File: src/bsc_pkg.sv
// Shared types and constants for the byte stuffing codec.
// Used by the front end, queue, sequencer and top level; no dependencies of its own.
`timescale 1ns / 1ps
`default_nettype none

package bsc_pkg;

  localparam int CFG_INDEX_W = 3;

  localparam logic [CFG_INDEX_W-1:0] REG_MODE        = 3'd0;
  localparam logic [CFG_INDEX_W-1:0] REG_FLAG        = 3'd1;
  localparam logic [CFG_INDEX_W-1:0] REG_ESCAPE      = 3'd2;
  localparam logic [CFG_INDEX_W-1:0] REG_MASKED_FLAG = 3'd3;
  localparam logic [CFG_INDEX_W-1:0] REG_MASKED_ESC  = 3'd4;

  localparam logic       MODE_STUFF   = 1'b0;
  localparam logic       MODE_DESTUFF = 1'b1;

  localparam logic [7:0] FLAG_RESET        = 8'd126;
  localparam logic [7:0] ESCAPE_RESET      = 8'd125;
  localparam logic [7:0] MASKED_FLAG_RESET = 8'd94;
  localparam logic [7:0] MASKED_ESC_RESET  = 8'd93;

  // Codec settings as seen by the front end
  typedef struct packed {
    logic       mode;
    logic [7:0] flag_byte;
    logic [7:0] escape_byte;
    logic [7:0] masked_flag_byte;
    logic [7:0] masked_escape_byte;
  } cfg_t;

  // One classified input item: one or two output bytes
  typedef struct packed {
    logic [7:0] first_byte;
    logic       first_bad;
    logic [7:0] second_byte;
    logic       two;
    logic       last;
  } job_t;

endpackage

`default_nettype wire

File: src/bsc_front.sv
// Front end: accepts input bytes, classifies them and queues output jobs.
// Holds the pending-escape state. Depends on bsc_pkg.
`timescale 1ns / 1ps
`default_nettype none

module bsc_front (
  input  wire logic          clk,
  input  wire logic          rst,
  input  wire bsc_pkg::cfg_t cfg,
  input  wire logic          mode_wr,
  input  wire logic          in_valid,
  output logic               in_ready,
  input  wire logic [7:0]    data_byte,
  input  wire logic          last_in,
  input  wire logic          q_full,
  output logic               push,
  output bsc_pkg::job_t      job
);

  logic escape_pending;
  logic escape_pending_next;
  logic emit;
  logic accept;

  assign in_ready = !q_full;
  assign accept   = in_valid && in_ready;
  assign push     = accept && emit;

  always_comb begin
    job                 = '0;
    job.last            = last_in;
    job.first_byte      = data_byte;
    emit                = 1'b0;
    escape_pending_next = escape_pending;
    if (cfg.mode == bsc_pkg::MODE_STUFF) begin
      emit = 1'b1;
      if (data_byte == cfg.flag_byte) begin
        job.two         = 1'b1;
        job.first_byte  = cfg.escape_byte;
        job.second_byte = cfg.masked_flag_byte;
      end else if (data_byte == cfg.escape_byte) begin
        job.two         = 1'b1;
        job.first_byte  = cfg.escape_byte;
        job.second_byte = cfg.masked_escape_byte;
      end
    end else if (escape_pending) begin
      emit                = 1'b1;
      escape_pending_next = 1'b0;
      if (data_byte == cfg.masked_escape_byte) begin
        job.first_byte = cfg.escape_byte;
      end else if (data_byte == cfg.masked_flag_byte) begin
        job.first_byte = cfg.flag_byte;
      end else begin
        // bad escape: pass the held escape, then treat this byte afresh
        job.first_byte = cfg.escape_byte;
        job.first_bad  = 1'b1;
        if (data_byte == cfg.escape_byte && !last_in) begin
          escape_pending_next = 1'b1;
        end else begin
          job.two         = 1'b1;
          job.second_byte = data_byte;
        end
      end
    end else if (data_byte == cfg.escape_byte && !last_in) begin
      escape_pending_next = 1'b1;
    end else begin
      emit = 1'b1;
    end
  end

  always_ff @(posedge clk) begin
    if (rst) begin
      escape_pending <= 1'b0;
    end else if (mode_wr) begin
      escape_pending <= 1'b0;
    end else if (accept) begin
      escape_pending <= escape_pending_next;
    end
  end

endmodule

`default_nettype wire

File: src/bsc_queue.sv
// Short job queue between the front end and the output sequencer.
// Register-based FIFO of bsc_pkg::job_t entries; depends on bsc_pkg.
`timescale 1ns / 1ps
`default_nettype none

module bsc_queue #(
  parameter int DEPTH = 4
) (
  input  wire logic          clk,
  input  wire logic          rst,
  input  wire logic          push,
  input  wire bsc_pkg::job_t push_job,
  input  wire logic          pop,
  output bsc_pkg::job_t      head_job,
  output logic               empty,
  output logic               full
);

  localparam int PTR_W = (DEPTH > 1) ? $clog2(DEPTH) : 1;
  localparam int CNT_W = $clog2(DEPTH + 1);
  localparam logic [PTR_W-1:0] PTR_LAST = PTR_W'(DEPTH - 1);
  localparam logic [CNT_W-1:0] CNT_FULL = CNT_W'(DEPTH);

  bsc_pkg::job_t    entries [DEPTH];
  logic [PTR_W-1:0] wr_ptr;
  logic [PTR_W-1:0] rd_ptr;
  logic [CNT_W-1:0] count;
  logic             do_push;
  logic             do_pop;

  assign empty    = (count == '0);
  assign full     = (count == CNT_FULL);
  assign do_push  = push && !full;
  assign do_pop   = pop && !empty;
  assign head_job = entries[rd_ptr];

  always_ff @(posedge clk) begin
    if (do_push) begin
      entries[wr_ptr] <= push_job;
    end
  end

  always_ff @(posedge clk) begin
    if (rst) begin
      wr_ptr <= '0;
      rd_ptr <= '0;
      count  <= '0;
    end else begin
      if (do_push) begin
        wr_ptr <= (wr_ptr == PTR_LAST) ? '0 : wr_ptr + 1'b1;
      end
      if (do_pop) begin
        rd_ptr <= (rd_ptr == PTR_LAST) ? '0 : rd_ptr + 1'b1;
      end
      if (do_push && !do_pop) begin
        count <= count + 1'b1;
      end else if (do_pop && !do_push) begin
        count <= count - 1'b1;
      end
    end
  end

endmodule

`default_nettype wire

File: src/bsc_back.sv
// Output sequencer: plays out the head job one byte per transfer.
// Marks run_last and block_end; depends on bsc_pkg.
`timescale 1ns / 1ps
`default_nettype none

module bsc_back (
  input  wire logic          clk,
  input  wire logic          rst,
  input  wire bsc_pkg::job_t head_job,
  input  wire logic          empty,
  output logic               pop,
  output logic               out_valid,
  input  wire logic          out_ready,
  output logic [7:0]         out_byte,
  output logic               run_last,
  output logic               block_end,
  output logic               bad_escape
);

  logic second;
  logic final_one;
  logic xfer;

  assign out_valid  = !empty;
  assign final_one  = second || !head_job.two;
  assign xfer       = out_valid && out_ready;
  assign pop        = xfer && final_one;
  assign out_byte   = second ? head_job.second_byte : head_job.first_byte;
  assign bad_escape = !second && head_job.first_bad;
  assign run_last   = final_one;
  assign block_end  = final_one && head_job.last;

  // advance to the second byte of a pair, back to the first on pop
  always_ff @(posedge clk) begin
    if (rst) begin
      second <= 1'b0;
    end else if (xfer) begin
      second <= !final_one;
    end
  end

endmodule

`default_nettype wire

File: src/byte_stuffing_codec_unit.sv
// Top level of the byte stuffing codec: configuration registers and
// front end, job queue and output sequencer. Depends on bsc_pkg.
//
// Use:
//   Input channel in_valid/in_ready carries data_byte and last_in.
//   Output channel out_valid/out_ready carries out_byte, run_last,
//   block_end and bad_escape. Configuration channel cfg_valid/cfg_ready
//   carries cfg_index and cfg_data; cfg_ready is always high and mode
//   uses bit 0 of cfg_data. Writing mode drops any held escape.
//   Each result is registered in the job queue before it shows on the
//   outputs. An input is taken every cycle while the queue has room;
//   the output sequencer sends one byte per cycle while out_ready is
//   high, so an item that stuffs to two bytes takes two transfers and
//   one that yields one byte takes one. A held escape in destuff mode
//   yields nothing until the next byte arrives.
//   Reset clears the queue and the held escape and loads the default
//   flag 126, escape 125, masked values 94 and 93, stuff mode.
//   When the receiver stalls, the current result holds and the queue
//   of QUEUE_DEPTH jobs fills; in_ready then drops until a job leaves.
`timescale 1ns / 1ps
`default_nettype none

module byte_stuffing_codec_unit #(
  parameter int QUEUE_DEPTH = 4
) (
  input  wire logic                            clk,
  input  wire logic                            rst,
  input  wire logic                            cfg_valid,
  output logic                                 cfg_ready,
  input  wire logic [bsc_pkg::CFG_INDEX_W-1:0] cfg_index,
  input  wire logic [7:0]                      cfg_data,
  input  wire logic                            in_valid,
  output logic                                 in_ready,
  input  wire logic [7:0]                      data_byte,
  input  wire logic                            last_in,
  output logic                                 out_valid,
  input  wire logic                            out_ready,
  output logic [7:0]                           out_byte,
  output logic                                 run_last,
  output logic                                 block_end,
  output logic                                 bad_escape
);

  bsc_pkg::cfg_t cfg;
  bsc_pkg::job_t push_job;
  bsc_pkg::job_t head_job;
  logic          cfg_wr;
  logic          mode_wr;
  logic          push;
  logic          pop;
  logic          q_empty;
  logic          q_full;

  assign cfg_ready = 1'b1;
  assign cfg_wr    = cfg_valid && cfg_ready;
  assign mode_wr   = cfg_wr && (cfg_index == bsc_pkg::REG_MODE);

  always_ff @(posedge clk) begin
    if (rst) begin
      cfg.mode               <= bsc_pkg::MODE_STUFF;
      cfg.flag_byte          <= bsc_pkg::FLAG_RESET;
      cfg.escape_byte        <= bsc_pkg::ESCAPE_RESET;
      cfg.masked_flag_byte   <= bsc_pkg::MASKED_FLAG_RESET;
      cfg.masked_escape_byte <= bsc_pkg::MASKED_ESC_RESET;
    end else if (cfg_wr) begin
      case (cfg_index)
        bsc_pkg::REG_MODE:        cfg.mode               <= cfg_data[0];
        bsc_pkg::REG_FLAG:        cfg.flag_byte          <= cfg_data;
        bsc_pkg::REG_ESCAPE:      cfg.escape_byte        <= cfg_data;
        bsc_pkg::REG_MASKED_FLAG: cfg.masked_flag_byte   <= cfg_data;
        bsc_pkg::REG_MASKED_ESC:  cfg.masked_escape_byte <= cfg_data;
        default: ;
      endcase
    end
  end

  bsc_front u_front (
    .clk       (clk),
    .rst       (rst),
    .cfg       (cfg),
    .mode_wr   (mode_wr),
    .in_valid  (in_valid),
    .in_ready  (in_ready),
    .data_byte (data_byte),
    .last_in   (last_in),
    .q_full    (q_full),
    .push      (push),
    .job       (push_job)
  );

  bsc_queue #(
    .DEPTH (QUEUE_DEPTH)
  ) u_queue (
    .clk      (clk),
    .rst      (rst),
    .push     (push),
    .push_job (push_job),
    .pop      (pop),
    .head_job (head_job),
    .empty    (q_empty),
    .full     (q_full)
  );

  bsc_back u_back (
    .clk        (clk),
    .rst        (rst),
    .head_job   (head_job),
    .empty      (q_empty),
    .pop        (pop),
    .out_valid  (out_valid),
    .out_ready  (out_ready),
    .out_byte   (out_byte),
    .run_last   (run_last),
    .block_end  (block_end),
    .bad_escape (bad_escape)
  );

endmodule

`default_nettype wire

File: config.mk
export PLATFORM = sky130hd
export DESIGN_NAME = byte_stuffing_codec_unit
export DESIGN_NICKNAME = d
export VERILOG_FILES = /design/src/bsc_pkg.sv /design/src/bsc_front.sv /design/src/bsc_queue.sv /design/src/bsc_back.sv /design/src/byte_stuffing_codec_unit.sv
export SDC_FILE = /design/constraint.sdc
export NUM_CORES = 1
export LEC_CHECK = 0
export BUFFER_PORTS_ARGS = -buffer_cell sky130_fd_sc_hd__buf_4
export CAP_MARGIN = 20
export CORE_MARGIN = 1
export CORE_UTILIZATION = 30
export DETAILED_ROUTE_END_ITERATION = 8
export PLACE_DENSITY_LB_ADDON = 0.08
export SETUP_SLACK_MARGIN = 0.4
export SYNTH_ARGS = -nofsm -noshare
export SYNTH_HDL_FRONTEND = slang
export SYNTH_SLANG_ARGS = --single-unit
File: constraint.sdc
create_clock -name clk -period 3.25 [get_ports clk]
set_clock_uncertainty 0.05 [all_clocks]
set_input_delay 0.4875 -clock clk [delete_from_list [all_inputs] [get_ports clk]]
set_output_delay 0.4875 -clock clk [all_outputs]
set_load 0.03 [all_outputs]
# Yosys cells after proc, flatten, opt, wreduce, memory -nomap -nowiden
# Memories as Yosys holds them, arrays and structs flattened. A register that Yosys moved wholly into a read port is not among the register bits.
# Cells that the tools add are included.
[totals]
mem_count = 1
word_cells = 86
out_inout_bits = 14
ram_bits = 76
input_bits = 25
reg_bits = 42
[classes]
n_addsub = 4
mux = 29
n_eq_ne = 11
n_reduce_logical = 31
[mem_list]
columns = ["name", "words", "word_bits", "read_ports", "rd_clocked_by_memory_dff", "wr", "line_no", "text"]
rows = [
  ["u_queue.entries", 4, 19, 1, 1, 1, "bsc_queue.sv:24", "bsc_pkg::job_t entries [DEPTH];"],
]
[ops]
columns = ["operator", "count"]
rows = [
  ["two-way mux 8 bit", 6],
  ["two-way mux 9 bit", 4],
  ["== test 8 bit", 4],
  ["two-way mux 10 bit", 2],
  ["two-way mux 18 bit", 1],
  ["logical AND 1 bit", 12],
  ["AND reduction 2 bit", 6],
  ["two-way mux 1 bit", 10],
  ["logical NOT 1 bit", 8],
  ["two-way mux 2 bit", 4],
  ["== test 3 x 2 -> 1 bit, second input constant", 2],
  ["== test 3 bit, second input constant", 2],
  ["logical NOT 3 bit", 2],
  ["two-way mux 3 bit", 2],
  ["adder 2 x 1 -> 2 bit, second input constant", 2],
  ["== test 2 bit, second input constant", 2],
  ["adder 3 x 1 -> 3 bit, second input constant", 1],
  ["== test 3 x 1 -> 1 bit, second input constant", 1],
  ["subtractor 3 x 1 -> 3 bit, second input constant", 1],
  ["nonzero test 2 bit", 1],
  ["OR reduction 2 bit", 1],
  ["logical OR 1 bit", 1],
]

# Depth between registers and ports, before layout
# Gate-level depths: netlist of the first run.
[logic_depth]
ltp_word = 11
depth_mapped = 11
mapped_depth_nobuf = 10

# Modules after synthesis
# From an unflattened synthesis of the first run, not the netlist that was laid out.
[hier_totals]
cells_unflattened = 431
hier_area_um2 = 5836.8
[by_module_without_submodules]
columns = ["mod", "area_each_um2", "n_inst", "cells_each"]
rows = [
  ["bsc_queue", 3241.9, 1, 149],
  ["byte_stuffing_codec_unit", 1335.0, 1, 127],
  ["bsc_front", 1086.0, 1, 136],
  ["bsc_back", 173.9, 1, 19],
]

# Worst setup path after synthesis of the first run
# OpenSTA, ideal clock, no wires.
[synth_path]
kind = "register -> register"
from = "register (tool-made name)"
to = "register u_queue.count[2]"
path_slack_ps = 479
required_ps = 3130
arrival_ps = 2651
path_buffers = 1
setup_time_ps = 70
path_stages_with_launch = 12
cell_sequence = "dfxtp_1 -> clkbuf_1 -> mux4_2 -> nand2b_1 -> and2b_1 -> inv_1 -> ha_1 -> inv_1 -> fa_1 -> xor2_1 -> or3_1 -> a21oi_1"
[synth_rtl]
columns = ["element", "line_no", "text"]
rows = [
  ["to (signal assigned)", "bsc_queue.sv:56", "count <= count + 1'b1;"],
  ["to (signal assigned)", "bsc_queue.sv:58", "count <= count - 1'b1;"],
  ["to (decl)", "bsc_queue.sv:27", "logic [CNT_W-1:0] count;"],
]

# Final worst setup path of the first run
[layout_path]
from = "register u_queue.count[0]"
to = "register u_queue.count[2]"
[layout_between]
elab_chain_len = 8
[layout_lines]
columns = ["element", "line_no"]
rows = [
  ["== test 3 bit or logical NOT 3 bit (tied branches)", "bsc_queue.sv:32, bsc_queue.sv:31"],
  ["logical NOT 1 bit, on equally long branches", "--"],
  ["logical AND 1 bit, on equally long branches", "bsc_front.sv:26, bsc_back.sv:26"],
  ["logical AND 1 bit, on equally long branches", "bsc_front.sv:27, bsc_back.sv:27"],
  ["logical AND 1 bit, on equally long branches", "bsc_queue.sv:33, bsc_queue.sv:34"],
  ["logical NOT 1 bit, on equally long branches", "bsc_queue.sv:57, bsc_queue.sv:55"],
  ["logical AND 1 bit, on equally long branches", "bsc_queue.sv:57, bsc_queue.sv:55"],
  ["nonzero test 2 bit (no source line) or two-way mux 3 bit (tied branches)", "--"],
]
# Parallel ways exist; a longest one is shown, timed or not. The select of a mux whose other input is x is not followed.
# A chain may end at the register's enable or synchronous reset.

==> run_results.csv, run 1 <==
group,metric,value,unit
placement,io_buffers,37,
detailed_routing,vias,3461,
floorplanning,die-area,19700,um2
final_layout,utilization,36.3,%
logic_synthesis,synth.most_common_cell,"edfxtp_1",
detailed_routing,drt-initial-drc-count,167,
floorplanning,row_count,50,
logic_synthesis,yosys-top-cells-count,"edfxtp_1 (76), nand2_1 (64), dfxtp_1 (44), mux2i_1 (22), nor2_1 (21)",
timing,slew_headroom,52.9,%
logic_synthesis,avgSynthCellArea,12.9,um2
clock_tree,clkLatencyLatePin,410,ps
job,drv_cap,0,
logic_synthesis,ys_seq_elements,120,
worst_setup_path,critPathTopFamily,"simple AND/OR/NAND/NOR gates",
clock_tree,cts_sinks,120,
detailed_routing,postRouteAntennaNets,0,
grt,grt_usage,14.5,%
worst_setup_path,crit_slowest_cell,"fa_1",
worst_setup_path,crit_required,3530,ps
grt,grt_first_pass_wirelength,20.8,mm
grt,met3_usage,3.66,%
clock_tree,numCtsBuffers,17,
placement,place_congestion,0.791,
grt,grt_pass1_vias,3562,
detailed_routing,firstDrtPassIters,4,
timing,period_needed,2640,ps
floorplanning,io_pins,39,
clock_tree,hold_buffers,0,
timing,hold_viol_final,0,
power,irDropWorstVdd,382,uV
clock_tree,cts_tree,"built",
grt,grt_max_degree,44,
logic_synthesis,synth-edff-count,76,
worst_setup_path,crit_fanout,4,
final_layout,area_growth,18.5,%
grt,antenna_found_initial,0,
grt,grtUsageMet2,23.3,%
logic_synthesis,netlist.area_leader.share,39.7,%
clock_tree,h-tree-depth,4,
final_layout,drive_above_1_share,25.5,%
floorplanning,initial_core_util,30.7,%
grt,grt_most_used_layer,"met2",
logic_synthesis,synth.distinct_cells,49,
detailed_routing,vias_per_cell,4.72,
clock_tree,clk_pin_slew_worst_paths,60,ps
hold_path,hp-class,"in2reg",
power,power.leakage,2.40,nW
grt,grtUsageMet1,18.8,%
logic_synthesis,yosysSeqAreaShare,55.0,%
logic_synthesis,async_flop_share,0,%
logic_synthesis,ys_warn_count,0,
logic_synthesis,synthFlopType,"edfxtp_1",
detailed_routing,wirelength,13.2,mm
clock_tree,cts_buffer_depth,2,
final_layout,final_net_count,518,
grt,grt_overflow,0,
worst_setup_path,worstSetupPathType,"reg2reg",
logic_synthesis,synthesis.nets,477,
placement,dp_hpwl,9.11,mm
clock_tree,cts_setup_buffers,0,
worst_setup_path,start_kind,"flop",
logic_synthesis,synth_largest_area_cell,"edfxtp_1",
timing,setup-violations-final,0,
worst_setup_path,cp.arrival,2920,ps
timing,slew_viol_final,0,
logic_synthesis,synth_area_leaders,"edfxtp_1 (40%), dfxtp_1 (15%), mux4_2 (7.4%)",
floorplanning,die_h,140,um
power,powerDensity,669,nW/um2
clock_tree,root_buffer,"clkbuf_16",
floorplanning,die_width,140,um
worst_setup_path,crit_buf_inv,2,
timing,worstMarginPinSlew,701,ps
worst_setup_path,path_cells,"or3_1, nand2_1, and2b_1, inv_1, ha_1, inv_1, fa_1, xor2_1, or3_1, a21oi_1",
outcome,status,"finished clean",
logic_synthesis,synthCells,445,
timing,final.period_utilization,81.2,%
detailed_routing,drc,0,
final_layout,antenna_cells,0,
worst_setup_path,cpPeakStageDelay,430,ps
worst_setup_path,crit_path_end_kind,"flop",
timing,fmax,0.379,GHz
timing,tns,0,ps
detailed_routing,detail_route.wl_per_cell,18.0,um
timing,rsz0062_at_grt,"false",
logic_synthesis,syn_area,5750,um2
floorplanning,core,18800,um2
report_power, final:
group / switching, W / leakage, nW / internal (W)
clock network: 0.000695 / 0.261 / 0.00105
logic: 0.000541 / 1.08 / 0.000435
registers: 0.0000666 / 1.06 / 0.00177
layout make-up:
cell class	instances	area (um2)
multi-input cells	293	2420
well taps	234	293
flip-flops and latches	120	3160
inverters	5	18.8
clock buffers	18	429
fillers	1856	12000
clock inverters	14	123
repair buffers	49	372
per-layer routing:
layer | up-vias | share of wire (%)
met5 | - | 0
met2 | 58 | 47
met1 | 1695 | 48
met3 | 19 | 2.9
li1 | 1689 | -
met4 | 0 | 1.7
what timing repair did:
item                       in CTS  in global routing
gates resized for setup         0                  1
setup endpoints to repair       0                  2
hold endpoints to repair        0                  0
cells in the final DEF (no fill, tap or decap), types with 4 or more instances in the layout:
cell type	synthesis	layout
nand4_1	4	4
xor2_1	10	10
nor2_1	21	21
edfxtp_1	76	76
o21ai_1	9	9
dfxtp_1	44	44
nand3b_1	17	17
a21oi_1	20	20
inv_6	0	5
mux2_2	16	16
nand2_1	64	64
clkbuf_16	0	17
clkinvlp_4	0	4
buf_4	5	48
a211o_1	6	6
xnor2_1	20	20
nor2b_1	8	8
mux2i_1	22	22
mux2_1	8	8
ha_1	6	6
and2_1	7	7
mux4_2	19	19
inv_1	5	5
final timing paths:
| kind | startpoint | to | slack [ps] | depth (start not counted) |
|---|---|---|---|---|
| worst max-delay path | u_queue.count[0]$_SDFFE_PP0P_ | u_queue.count[2]$_SDFFE_PP0P_ | 610 | 10 |
| worst min-delay path | cfg_data[5] | cfg[29]$_SDFFE_PP1P_ | 260 | 2 |
| worst max register to register | u_queue.count[0]$_SDFFE_PP0P_ | u_queue.count[2]$_SDFFE_PP0P_ | 610 | 10 |
| worst min register to register | cfg[13]$_SDFFE_PP0P_ | cfg[13]$_SDFFE_PP0P_ | 440 | 2 |
cell families (layout without fill, tap and decap cells):
family,after synthesis,in the layout,synth area share [%]
DFF,120,120,55.0
and+or+nand+nor,146,146,13.4
other,1,1,0.0652
adders and majority gates,7,7,1.65
muxes,65,65,16.0
AOI/OAI and AO/OA,40,40,4.61
buffers and inverters,32,86,3.00
xor gates and xnor gates,34,34,6.29
state kept, by name, indices dropped and copies added, names as in the netlist, named ones only:
| signal | flops |
|---|---|
| u_queue.count | 3 |
| cfg | 33 |
| u_front.escape_pending | 1 |
| u_queue.wr_ptr | 2 |
| u_queue.entries | 76 |
| u_back.second | 1 |
| u_queue.rd_ptr | 2 |
metrics by stage:
step	instance area (um2)	setup slack [ps]	instances	hold WS (ps)	power, W
2_1_floorplan	5750	479	445	410	0.00254
3_3_place_gp	6260	613	701	433	0.00285
3_5_place_dp	6260	535	701	439	0.00286
4_1_cts	6810	463	733	245	0.00463
5_1_grt	6820	431	733	266	0.00478
6_report	6820	611	733	262	0.00456
worst reg2reg max path, cell delays in order, from the launching register on:
cell,delay [ps]
dfxtp_1,360
or3_1,410
nand2_1,120
and2b_1,220
inv_1,100
ha_1,190
inv_1,70
fa_1,430
xor2_1,170
or3_1,300
a21oi_1,140
Note: power is estimated with default switching activity, not from simulation.
==> run 2, diff against run 1 <==
Clock period 3.25 ns to 2.6 ns, I/O delays scaled along.
==> run 2 against run 1 <==
Compared with the run above:
- sequential share of layout area shrank 1.8 points
- combinational power grew 40%
- design area rose by 5.0%
- via count rose by 1.3%
- count of clock-buffer cells in the layout rose by 1
- hold slack got worse by 99 ps
- final cell count is 2.5% higher
- critical endpoint is now out_byte[3]
==> run_results.csv, run 2 (synthesis results as in run 1) <==
group,metric,value,unit
final_layout,layout_commonest_cell,"edfxtp_1",
grt,grt_overflow,0,
timing,slew_viol_final,0,
final_layout,final_cell_mix,"edfxtp_1 (76), nand2_1 (63), buf_4 (62)",
clock_tree,cts_buffer_depth,2,
clock_tree,cts_sinks,120,
floorplanning,die_width,140,um
worst_setup_path,cp.arrival,1980,ps
final_layout,drive_above_1_share,35.6,%
grt,grt_pass1_vias,3584,
worst_setup_path,crit_path_end_kind,"output pin",
detailed_routing,drc,0,
power,irDropWorstVdd,449,uV
outcome,status,"finished clean",
power,power.total,0.00591,W
clock_tree,numCtsBuffers,17,
floorplanning,die-area,19700,um2
worst_setup_path,crit_buf_inv,2,
worst_setup_path,start_kind,"flop",
detailed_routing,vias,3506,
floorplanning,die_h,140,um
worst_setup_path,critPathTopFamily,"multiplexers",
worst_setup_path,r2r_setup_slack,220,ps
detailed_routing,drt-initial-drc-count,114,
worst_setup_path,crit_required,2160,ps
timing,tns,0,ps
clock_tree,clk_pin_slew_worst_paths,60,ps
floorplanning,io_pins,39,
detailed_routing,wirelength,13.5,mm
worst_setup_path,r2r_end,"u_queue.count[2]$_SDFFE_PP0P_",
timing,hold_viol_final,0,
floorplanning,core,18800,um2
worst_setup_path,crit_fanout,9,
final_layout,regMostFlops,"u_queue.entries",
hold_path,whs_endpoint,"cfg[30]$_SDFFE_PP1P_",
worst_setup_path,path_cells,"buf_12, mux4_2, mux2_2, buf_4",
timing,slew_headroom,56.7,%
clock_tree,h-tree-depth,4,
power,powerDensity,827,nW/um2
clock_tree,cts_tree,"built",
detailed_routing,detail_route.wl_per_cell,17.9,um
timing,final.period_utilization,93.0,%
grt,antenna_found_initial,0,
grt,grt_max_degree,44,
worst_setup_path,crit_slowest_cell,"mux4_2",
grt,grt_usage,14.7,%
timing,period_needed,2420,ps
job,drv_cap,0,
detailed_routing,firstDrtPassIters,5,
final_layout,antenna_cells,0,
timing,setup-violations-final,0,
floorplanning,initial_core_util,30.7,%
timing,rsz0062_at_grt,"true",
detailed_routing,postRouteAntennaNets,0,
hold_path,hp-class,"in2reg",
hold_path,min_from,"cfg_data[6]",
clock_tree,hold_buffers,0,
final_layout,area_growth,24.4,%
worst_setup_path,reg2reg_depth,10,
final_layout,largest_reg_flops,76,
placement,dp_hpwl,9.23,mm
worst_setup_path,worstSetupPathType,"reg2out",
clock_tree,root_buffer,"clkbuf_16",
final_layout,reg_top3,"u_queue.entries x76, cfg x33, u_queue.count x3",
floorplanning,row_count,50,
placement,place_congestion,0.831,
placement,io_buffers,37,
worst_setup_path,r2r-start,"u_queue.count[0]$_SDFFE_PP0P_",
power,power.leakage,2.57,nW
clock_tree,clkLatencyLatePin,410,ps
detailed_routing,vias_per_cell,4.67,
timing,fmax,0.414,GHz
timing,worstMarginPinSlew,645,ps
worst_setup_path,cpPeakStageDelay,530,ps
grt,grt_first_pass_wirelength,21.0,mm
final_layout,fill_cells,1819,
final_layout,final_net_count,536,
hold_path,hold-path-cell-count,2,
run 2: cell types whose count changed in the layout (fill, tap and decap cells not counted), moves of 4 or more:
cell	delta
xnor2_1	-5
dfxtp_2	+17
dfxtp_1	-18
xnor2_2	+5
buf_4	+14
clkinvlp_4	-4
run 2: worst max path at each step:
| stage | startpoint | end | slack [ps] | cells after the start |
|---|---|---|---|---|
| 5_1_grt | flop | out_byte[3] | 100 | 4 |
| 2_1_floorplan | flop | u_queue.count[2]$_SDFFE_PP0P_ | 220 | 11 |
| 4_1_cts | flop | out_byte[3] | 150 | 4 |
| 6_report | flop | out_byte[3] | 180 | 4 |
| 3_3_place_gp | data_byte[4] | u_queue.entries[1][5]$_DFFE_PP_ | -30 | 8 |
| 3_5_place_dp | data_byte[4] | u_queue.entries[0][5]$_DFFE_PP_ | 30 | 8 |
run 2: cell type report:
cell class	count	area, um2	share of cell area [%]
flip-flops and latches	120	3190	44.6
clock inverters	13	129	1.80
well taps	234	293	4.09
inverters	5	21.3	0.297
multi-input cells	294	2550	35.6
repair buffers	66	544	7.61
clock buffers	19	433	6.05
run 2: per-stage QoR:
step / util, % / cells / hold WS (ps) / instance area (um2) / setup WS (ps)
2_1_floorplan: - / 445 / 410 / 5780 / 225
3_5_place_dp: 33.7 / 708 / 432 / 6330 / 28.1
4_1_cts: 37.4 / 746 / 144 / 7020 / 149
3_3_place_gp: 33.7 / 708 / 429 / 6330 / -28.3
6_report: 38.1 / 751 / 163 / 7150 / 182
5_1_grt: 38.1 / 751 / 144 / 7150 / 101
run 2: what timing repair did:
item	4_1_cts	5_1_grt
cloned	1	1
buffers inserted	5	4
gates resized for setup	17	28
endpoints found under the setup margin	76	83
pin swaps	2	8
run 2: power breakdown:
part	leakage, nW	switching [W]	internal (W)
registers	1.06	0.0000980	0.00222
logic	1.22	0.000712	0.000653
clock network	0.282	0.000834	0.00140
total	2.57	0.00164	0.00427
run 2: layer usage:
layer	GRT usage, %	vias to the layer above	share of wire, %
met5	0	-	0
met4	4.00	0	1.0
met3	4.58	10	3.5
met2	23.1	59	46
met1	19.6	1716	49
li1	-	1721	-
==> run 3, diff against run 2 <==
Settings changed: SYNTH_HIERARCHICAL set to 1.
==> run 3 against run 2 <==
Compared with the run above:
- global-route usage grew 1.2 points
- combinational power is 40% higher
- synthesized cell count is 3.1% lower
- final cell count rose by 5.9%
- power is 9.3% higher
- the run now ends with setup timing left
- sequential share of layout area fell by 4.8 points
- sequential power about the same
- utilization is 4.0 points higher
==> run_results.csv, run 3 <==
group,metric,value,unit
placement,place_congestion,0.725,
grt,grt_pass1_vias,3799,
detailed_routing,drt-met1-wl,6.90,mm
timing,setup-violations-final,1,
job,drv_cap,0,
detailed_routing,detail_route.wl_per_cell,18.3,um
clock_tree,root_buffer,"clkbuf_16",
timing,whs,175,ps
floorplanning,io_pins,39,
clock_tree,clkLatencyLatePin,420,ps
logic_synthesis,netlist.area_leader.share,39.1,%
logic_synthesis,synth-edff-count,76,
final_layout,reg_top3,"u_queue/entries x76, cfg x33, u_queue/count x3",
logic_synthesis,synthFlopType,"edfxtp_1",
grt,grt_first_pass_wirelength,22.7,mm
timing,period_needed,2620,ps
worst_setup_path,crit_buf_inv,2,
timing,rsz0062_at_grt,"true",
detailed_routing,firstDrtPassIters,4,
outcome,status,"complete, but fails checks",
worst_setup_path,cpPeakStageDelay,390,ps
floorplanning,core,18900,um2
power,irDropWorstVdd,462,uV
detailed_routing,vias,3577,
grt,antenna_found_initial,0,
outcome,violations,"setup timing",
final_layout,regMostFlops,"u_queue/entries",
hold_path,hp-class,"in2reg",
final_layout,largest_reg_flops,76,
final_layout,area_growth,36.4,%
detailed_routing,drt-initial-drc-count,116,
final_layout,final_net_count,554,
logic_synthesis,syn_area,5840,um2
grt,grt_usage,15.9,%
power,powerDensity,812,nW/um2
clock_tree,numCtsBuffers,17,
floorplanning,row_count,50,
detailed_routing,wl_met2,7.10,mm
timing,slew_viol_final,0,
timing,hold_viol_final,0,
logic_synthesis,avgSynthCellArea,13.5,um2
detailed_routing,wirelength,14.5,mm
final_layout,antenna_cells,0,
timing,fmax,0.382,GHz
timing,final.period_utilization,101,%
worst_setup_path,start_kind,"flop",
logic_synthesis,synthCells,431,
power,p_clk_share,34.1,%
detailed_routing,drc,0,
grt,grt_overflow,0,
detailed_routing,postRouteAntennaNets,0,
clock_tree,cts_tree,"built",
detailed_routing,vias_per_cell,4.50,
worst_setup_path,crit_required,2890,ps
floorplanning,die_h,141,um
worst_setup_path,worstSetupPathType,"reg2reg",
logic_synthesis,ys_seq_elements,120,
placement,dp_hpwl,9.13,mm
final_layout,drive_above_1_share,40.2,%
worst_setup_path,critPathTopFamily,"simple AND/OR/NAND/NOR gates",
floorplanning,initial_core_util,30.9,%
detailed_routing,top_layer,"met4",
logic_synthesis,async_flop_share,0,%
timing,tns,-17.3,ps
worst_setup_path,path_cells,"xnor2_2, nand4_1, or3_4, o311a_4, inv_8, nor2_4, ha_4, inv_2, fa_2, xor2_1, or3_1, a21oi_2",
power,power_frac_seq,36.2,%
worst_setup_path,cp.arrival,2910,ps
detailed_routing,wl_met3,315,um
power,power.leakage,2.96,nW
final_layout,final_cell_mix,"edfxtp_1 (76), buf_4 (59), mux2i_1 (52)",
logic_synthesis,yosysSeqAreaShare,54.2,%
placement,io_buffers,37,
clock_tree,cts_sinks,120,
power,p_sw,0.00183,W
timing,worstMarginPinSlew,704,ps
power,switching_share,28.3,%
logic_synthesis,ys_warn_count,6,
logic_synthesis,synth_area_leaders,"edfxtp_1 (39%), dfxtp_1 (15%), mux2i_1 (8.9%)",
worst_setup_path,crit_fanout,2,
grt,grt_max_degree,55,
clock_tree,clk_pin_slew_worst_paths,60,ps
logic_synthesis,synth_largest_area_cell,"edfxtp_1",
power,p_comb_share,29.7,%
clock_tree,cts_buffer_depth,2,
power,p_int,0.00464,W
clock_tree,h-tree-depth,4,
worst_setup_path,crit_slowest_cell,"or3_4",
logic_synthesis,synth.distinct_cells,50,
timing,setup_ws,-17.3,ps
logic_synthesis,synthesis.nets,463,
logic_synthesis,yosys-top-cells-count,"edfxtp_1 (76), mux2i_1 (52), dfxtp_1 (44), nor2_1 (44), xnor2_1 (24)",
timing,slew_headroom,52.8,%
floorplanning,die-area,20000,um2
worst_setup_path,crit_path_end_kind,"flop",
final_layout,layout_commonest_cell,"edfxtp_1",
logic_synthesis,synth.most_common_cell,"edfxtp_1",
floorplanning,die_width,141,um
## run 3: changes by cell type in the layout (fill, tap and decap cells not counted), moves of 14 or more
cell      delta
nand2_1     -53
mux2i_1     +31
nor2_1      +22
dfxtp_1     +16
dfxtp_2     -16
nand3b_1    -16
nand2b_1    +15
buf_16      +14
## run 3: timing repair
item,4_1_cts,5_1_grt
endpoints found under the setup margin,121,137
setup buffers,10,1
cloned,16,0
pin swaps,7,6
hold buffers,0,0
resized for setup,53,14
## run 3: cell families after synthesis
| kind of cell | share of synthesized area [%] |
|---|---|
| AND/OR/NAND/NOR | 10.7 |
| other | 0.0642 |
| XOR/XNOR | 5.23 |
| AO/OA/AOI/OAI | 3.13 |
| adder cells (fa/ha/maj) | 1.63 |
| flip-flops | 54.2 |
| multiplexers | 20.7 |
| buffers and inverters | 4.35 |
## run 3: layer usage
| metal | global-route usage (%) | vias up |
|---|---|---|
| met5 | 0 | - |
| met3 | 3.14 | 16 |
| met2 | 26.6 | 55 |
| li1 | - | 1778 |
| met4 | 5.72 | 0 |
| met1 | 20.5 | 1728 |
## run 3: cell type report
class	instances	area (um2)
Clock inverter	14	123
Timing Repair Buffer	100	1250
Sequential cell	120	3170
Fill cell	1798	10900
Multi-Input combinational cell	274	2610
Tap cell	260	325
Inverter	9	50.0
Clock buffer	18	429
## run 3: worst paths after layout
path | cells after the start | slack (ps) | end | startpoint
max | 12 | -20 | u_queue/count[2]$_SDFFE_PP0P_ | cfg[16]$_SDFFE_PP1P_
min | 1 | 180 | u_queue/entries[1][0]$_DFFE_PP_ | last_in
max reg2reg | 12 | -20 | u_queue/count[2]$_SDFFE_PP0P_ | cfg[16]$_SDFFE_PP1P_
min reg2reg | 2 | 440 | flop | u_queue/rd_ptr[0]$_SDFFE_PP0P_
## run 3: power by group through the flow
| stage | Sequential [W] | Clock (W) | Combinational (W) |
|---|---|---|---|
| after floorplan | 0.00234 | 0 | 0.000938 |
| after global placement | 0.00236 | 0 | 0.00136 |
| after detailed placement | 0.00237 | 0 | 0.00137 |
| after CTS | 0.00234 | 0.00225 | 0.00195 |
| after global routing | 0.00237 | 0.00234 | 0.00205 |
| final | 0.00234 | 0.00220 | 0.00192 |
## run 3: metrics by stage
step | cell area, um2 | utilization (%) | setup slack, ps | total power, W | std cells
floorplan | 5950 | - | -18.6 | 0.00328 | 431
detailed placement | 6660 | 35.2 | -351 | 0.00374 | 736
global route | 7960 | 42.1 | -105 | 0.00675 | 795
finish | 7960 | 42.1 | -17.3 | 0.00647 | 795
global placement | 6660 | 35.2 | -301 | 0.00372 | 736
CTS | 7910 | 41.9 | -78.0 | 0.00654 | 794
